==> src/hw/rtl/dmph_pkg.sv <==
package dmph_pkg;

  localparam int unsigned MaxLen = 1024;
  localparam int unsigned LenW   = 11;
  localparam int unsigned IdxW   = $clog2(MaxLen);
  localparam int unsigned WordW  = 30;
  localparam int unsigned TagW   = 2;

  localparam logic [WordW-1:0] ModA = 30'd1000000007;
  localparam logic [WordW-1:0] ModB = 30'd1000000009;

  // barrett constants floor(2^60 / m)
  localparam logic [WordW:0] MuA = 31'((64'd1 << 60) / 64'(ModA));
  localparam logic [WordW:0] MuB = 31'((64'd1 << 60) / 64'(ModB));

  localparam logic [WordW-1:0] BaseReset = 30'd263;

  typedef enum logic [1:0] {
    OpAppend = 2'd0,
    OpQuery  = 2'd1,
    OpClear  = 2'd2
  } op_e;

  typedef enum logic [1:0] {
    StOk       = 2'd0,
    StRange    = 2'd1,
    StOverflow = 2'd2
  } status_e;

  // multiplier job tags
  localparam logic [TagW-1:0] TagHashA = 2'd0;
  localparam logic [TagW-1:0] TagHashB = 2'd1;
  localparam logic [TagW-1:0] TagPowA  = 2'd2;
  localparam logic [TagW-1:0] TagPowB  = 2'd3;
  localparam logic [TagW-1:0] TagSubA  = 2'd0;
  localparam logic [TagW-1:0] TagSubB  = 2'd1;

  typedef struct packed {
    logic [WordW-1:0] second;
    logic [WordW-1:0] first;
  } pair_t;

  localparam pair_t HashInit = '{second: 30'd0, first: 30'd0};
  localparam pair_t PowInit  = '{second: 30'd1, first: 30'd1};

  typedef struct packed {
    logic [WordW-1:0] mul_a;
    logic [WordW-1:0] mul_b;
    logic [7:0]       addend;
    logic             sel_b;
    logic [TagW-1:0]  tag;
  } mm_req_t;

  typedef struct packed {
    logic [WordW-1:0] value;
    logic [TagW-1:0]  tag;
  } mm_rsp_t;

  function automatic logic [WordW-1:0] mod_of(input logic sel_b);
    return sel_b ? ModB : ModA;
  endfunction

endpackage

==> src/hw/rtl/dmph_modmul.sv <==
module dmph_modmul import dmph_pkg::*; (
  input  logic    clk_i,
  input  logic    rst_ni,
  input  logic    req_valid_i,
  input  mm_req_t req_i,
  output logic    rsp_valid_o,
  output mm_rsp_t rsp_o
);

  // (a * b + addend) mod m, barrett reduction over five stages
  logic [4:0] vld_q;

  logic [59:0]     s1_prod_q;
  logic [7:0]      s1_add_q, s2_add_q, s3_add_q;
  logic            s1_sel_q, s2_sel_q, s3_sel_q, s4_sel_q;
  logic [TagW-1:0] s1_tag_q, s2_tag_q, s3_tag_q, s4_tag_q;

  logic [61:0] s2_prod_q;
  logic [31:0] s2_lo_q, s3_lo_q;
  logic [31:0] s3_qm_q;
  logic [31:0] s4_r_q;
  mm_rsp_t     s5_q;

  logic [WordW:0]   mu;
  logic [WordW:0]   quot;
  logic [60:0]      qm;
  logic [31:0]      m1, m2, m3, red;

  always_ff @(posedge clk_i or negedge rst_ni) begin
    if (!rst_ni) begin
      vld_q <= '0;
    end else begin
      vld_q <= {vld_q[3:0], req_valid_i};
    end
  end

  assign mu   = s1_sel_q ? MuB : MuA;
  assign quot = s2_prod_q[61:31];
  assign qm   = 61'(quot) * 61'(mod_of(s2_sel_q));

  // remainder plus addend stays below four times the modulus
  assign m1 = 32'(mod_of(s4_sel_q));
  assign m2 = {m1[30:0], 1'b0};
  assign m3 = m1 + m2;

  always_comb begin
    priority if (s4_r_q >= m3) begin
      red = s4_r_q - m3;
    end else if (s4_r_q >= m2) begin
      red = s4_r_q - m2;
    end else if (s4_r_q >= m1) begin
      red = s4_r_q - m1;
    end else begin
      red = s4_r_q;
    end
  end

  always_ff @(posedge clk_i) begin
    s1_prod_q <= 60'(req_i.mul_a) * 60'(req_i.mul_b);
    s1_add_q  <= req_i.addend;
    s1_sel_q  <= req_i.sel_b;
    s1_tag_q  <= req_i.tag;

    s2_prod_q <= 62'(s1_prod_q[59:29]) * 62'(mu);
    s2_lo_q   <= s1_prod_q[31:0];
    s2_add_q  <= s1_add_q;
    s2_sel_q  <= s1_sel_q;
    s2_tag_q  <= s1_tag_q;

    s3_qm_q  <= qm[31:0];
    s3_lo_q  <= s2_lo_q;
    s3_add_q <= s2_add_q;
    s3_sel_q <= s2_sel_q;
    s3_tag_q <= s2_tag_q;

    s4_r_q   <= s3_lo_q - s3_qm_q + 32'(s3_add_q);
    s4_sel_q <= s3_sel_q;
    s4_tag_q <= s3_tag_q;

    s5_q.value <= red[WordW-1:0];
    s5_q.tag   <= s4_tag_q;
  end

  assign rsp_valid_o = vld_q[4];
  assign rsp_o       = s5_q;

endmodule
==> config.mk <==
export PLATFORM = sky130hd
export DESIGN_NAME = dmph_modmul
export DESIGN_NICKNAME = d
export VERILOG_FILES = /design/src/hw/rtl/dmph_pkg.sv /design/src/hw/rtl/dmph_modmul.sv
export SDC_FILE = /design/constraint.sdc
export NUM_CORES = 2
export LEC_CHECK = 0
export BUFFER_PORTS_ARGS = -buffer_cell sky130_fd_sc_hd__buf_2
export CAP_MARGIN = 15
export CORE_MARGIN = 8
export CORE_UTILIZATION = 58
export CTS_BUF_LIST = sky130_fd_sc_hd__clkbuf_8
export DETAILED_ROUTE_END_ITERATION = 10
export PLACE_DENSITY = 0.71
export SLEW_MARGIN = 0
export SYNTH_ARGS = -nofsm -noshare
export SYNTH_HDL_FRONTEND = slang
export SYNTH_SLANG_ARGS = --single-unit
==> constraint.sdc <==
create_clock -name clk_i -period 8.9 [get_ports clk_i]
set_input_delay 0.89 -clock clk_i [delete_from_list [all_inputs] [get_ports clk_i]]
set_output_delay 0.89 -clock clk_i [all_outputs]
set_load 0.01 [all_outputs]
==> results.yml <==
status:
  status: "complete, no violations"
timing:
  max_freq_ghz: 0.121
  hold_viol_final: 0
  drv_slew: 0
  fin_crit_sh_pct: 92.7
  fin_tns_setup_ns: 0
  setup_violations: 0
  tightest_slew_ns: 1.11
  skew_ns: 0.0554
  rsz0062_at_grt: "no"
  max_slew_margin_pct: 25.7
  finalCriticalPeriod_ns: 8.25
yosys:
  synth_top_area_cell: "fa_1"
  synth-warning-count: 0
  synth_ff_type: "dfxtp_1"
  netlist_instances: 6686
  netlist_top_cells_area: "fa_1 41%, ha_1 18%, inv_1 10%"
  synth_edf_count: 0
  synth_top_area_share_pct: 40.6
  yosysSeqAreaShare_pct: 9.21
  synth.avg_cell_area_sq_um: 9.53
  synthesis.nets: 8987
  synth_area_sq_um: 63700
  async_flop_share_pct: 1.71
  synth_cell_types: 83
  ys_seq_elements: 292
setup_path:
  crit_arrival_ns: 8.83
  worstSetupEndpointType: "register"
  path_max_fanout: 5
  cp-start-kind: "register"
  cp_top_family: "adder cells"
  cpPeakStageDelay_ns: 0.56
  crit_buf_inv: 12
  startpoint: "s1_prod_q[45]$_DFF_P_"
  slowest_stage: "fa_1"
  reg2reg_from: "s1_prod_q[45]$_DFF_P_"
  path_class: "reg -> reg"
  required_ns: 9.48
layout:
  drive_above_1_share_pct: 4.83
  area_growth_pct: 5.10
  layout_commonest_cell: "inv_1"
  fillers: 9214
  finish.utilization_pct: 61.5
  nNetsFinal: 8997
  mostFrequentLayoutCells: "1719 x inv_1, 1291 x fa_1, 936 x ha_1"
placement:
  place.gp.congestion: 0.963
  place_hpwl_um: 132000
  io_buffers: 106
route:
  vias: 44200
  drt_pass1_iterations: 6
  wl_per_cell_um: 19.4
  via_per_inst: 5.43
  drc: 0
  first_iter_violations: 2384
  drt_wl_total_um: 158000
  antenna_left: 0
global_route:
  grt_max_degree: 41
  antenna_found_initial: 6
  grt_pass1_vias: 48800
  grt_remaining_overflow: 0
  grt_pass1_wl_um: 258000
  grt_usage_pct: 26.6
run:
  cap_violations: 0
min_path:
  min_path_type: "in -> async"
floorplanning:
  start_util_pct: 58.5
  ios: 107
  rows: 121
  dieArea_sq_um: 121000
  fp.dieW_um: 347
  core-area_sq_um: 109000
  die_h_um: 347
clock_network:
  cts_root_buf: "clkbuf_8"
  htreeDepth: 2
  cts_sinks: 292
  postCtsSetupRepairBufs: 0
  clock_latency_ns: 0.66
  clk_path_buf_depth: 3
  cts-resized-gates: 0
  cts_buffers: 48
  clk_pin_slew_ns: 0.06
  hold_buffers: 0
  tritoncts: "built"
-- worst register-to-register path, delay by kind of cell (launching register included) --
family                     cells  cell delay [ns]
adders and majority gates      9             4.42
AOI/OAI and AO/OA              7             1.38
buffers and inverters         12             1.27
and+or+nand+nor                3             0.56
DFF                            1             0.39
xor gates and xnor gates       1             0.16
-- layer usage --
metal | wire length (um) | track usage (%) | up-vias
met5 | 0 | 0 | -
met4 | 6140 | 9.39 | 0
met3 | 9220 | 3.82 | 334
met2 | 77700 | 46.3 | 1369
met1 | 64700 | 34.0 | 22400
li1 | - | - | 20100
-- sequential cells by signal, summed over array words and instances, names as in the netlist --
| name | flops |
|---|---|
| s4_r_q | 32 |
| s3_qm_q | 32 |
| s2_prod_q | 31 |
| s3_sel_q | 1 |
| s2_lo_q | 32 |
| s3_add_q | 8 |
| s1_prod_q | 60 |
| rsp_o | 32 |
| s2_tag_q | 2 |
| vld_q | 5 |
| s1_add_q | 8 |
| s1_tag_q | 2 |
| s4_sel_q | 1 |
| s2_add_q | 8 |
| s3_tag_q | 2 |
| s4_tag_q | 2 |
| s1_sel_q | 1 |
| s2_sel_q | 1 |
| s3_lo_q | 32 |
-- through the flow --
step,std cells,cell area [sq um],hold WS [ns],setup WS (ns)
global placement,8060,65900,0.310,0.139
finish,8152,67000,0.0717,0.652
floorplan,6686,63700,0.310,1.11
detailed placement,8060,65900,0.312,0.0244
CTS,8146,67000,0.0224,0.714
global route,8148,67000,0.0429,0.304
-- cells in the mapped netlist, drive strengths merged (11+ instances only) --
cell / number
nand2b: 37
o21a: 26
nand3: 39
and2: 580
ha: 936
nand2: 485
nor2: 108
inv: 1711
xor2: 55
and3: 20
fa: 1291
a31oi: 24
o21bai: 48
o21ai: 121
dfxtp: 287
or3: 11
clkbuf: 250
a21oi: 183
nor2b: 36
a211oi: 20
nor3: 28
a21o: 80
xnor2: 141
nand4: 15
-- cell families after synthesis --
| group | after synthesis | synth area share, % |
|---|---|---|
| adders and majority gates | 2227 | 58.9 |
| AOI/OAI and AO/OA | 609 | 6.20 |
| muxes | 5 | 0.0844 |
| DFF | 292 | 9.21 |
| xor gates and xnor gates | 196 | 2.69 |
| other | 1 | 0.00588 |
| buffers and inverters | 1970 | 11.6 |
| and+or+nand+nor | 1386 | 11.3 |
-- cell type report --
cell class	count	area, sq um	area share (%)
Multi-Input combinational cell	4424	50500	75.3
Inverter	1711	6420	9.59
Sequential cell	292	5870	8.77
Tap cell	1414	1770	2.64
Timing Repair Buffer	219	1380	2.06
Clock buffer	58	798	1.19
Clock inverter	28	265	0.396
Antenna cell	6	15.0	0.0224
-- final timing paths --
kind                            slack [ns]                    end  depth (start not counted)
worst max-delay path                  0.65  s2_prod_q[60]$_DFF_P_                         32
worst min-delay path                  0.07     vld_q[4]$_DFF_PN0_                          1
worst max register to register        0.65  s2_prod_q[60]$_DFF_P_                         32
worst min register to register        0.32    s2_lo_q[24]$_DFF_P_                          0
max in group asynchronous             8.70     vld_q[0]$_DFF_PN0_                          1
min in group clk_i                    0.32    s2_lo_q[24]$_DFF_P_                          0
Power is left out: the tool's default activity adds up to more than one toggle a clock period on the data nets, which glitch-free logic cannot reach.
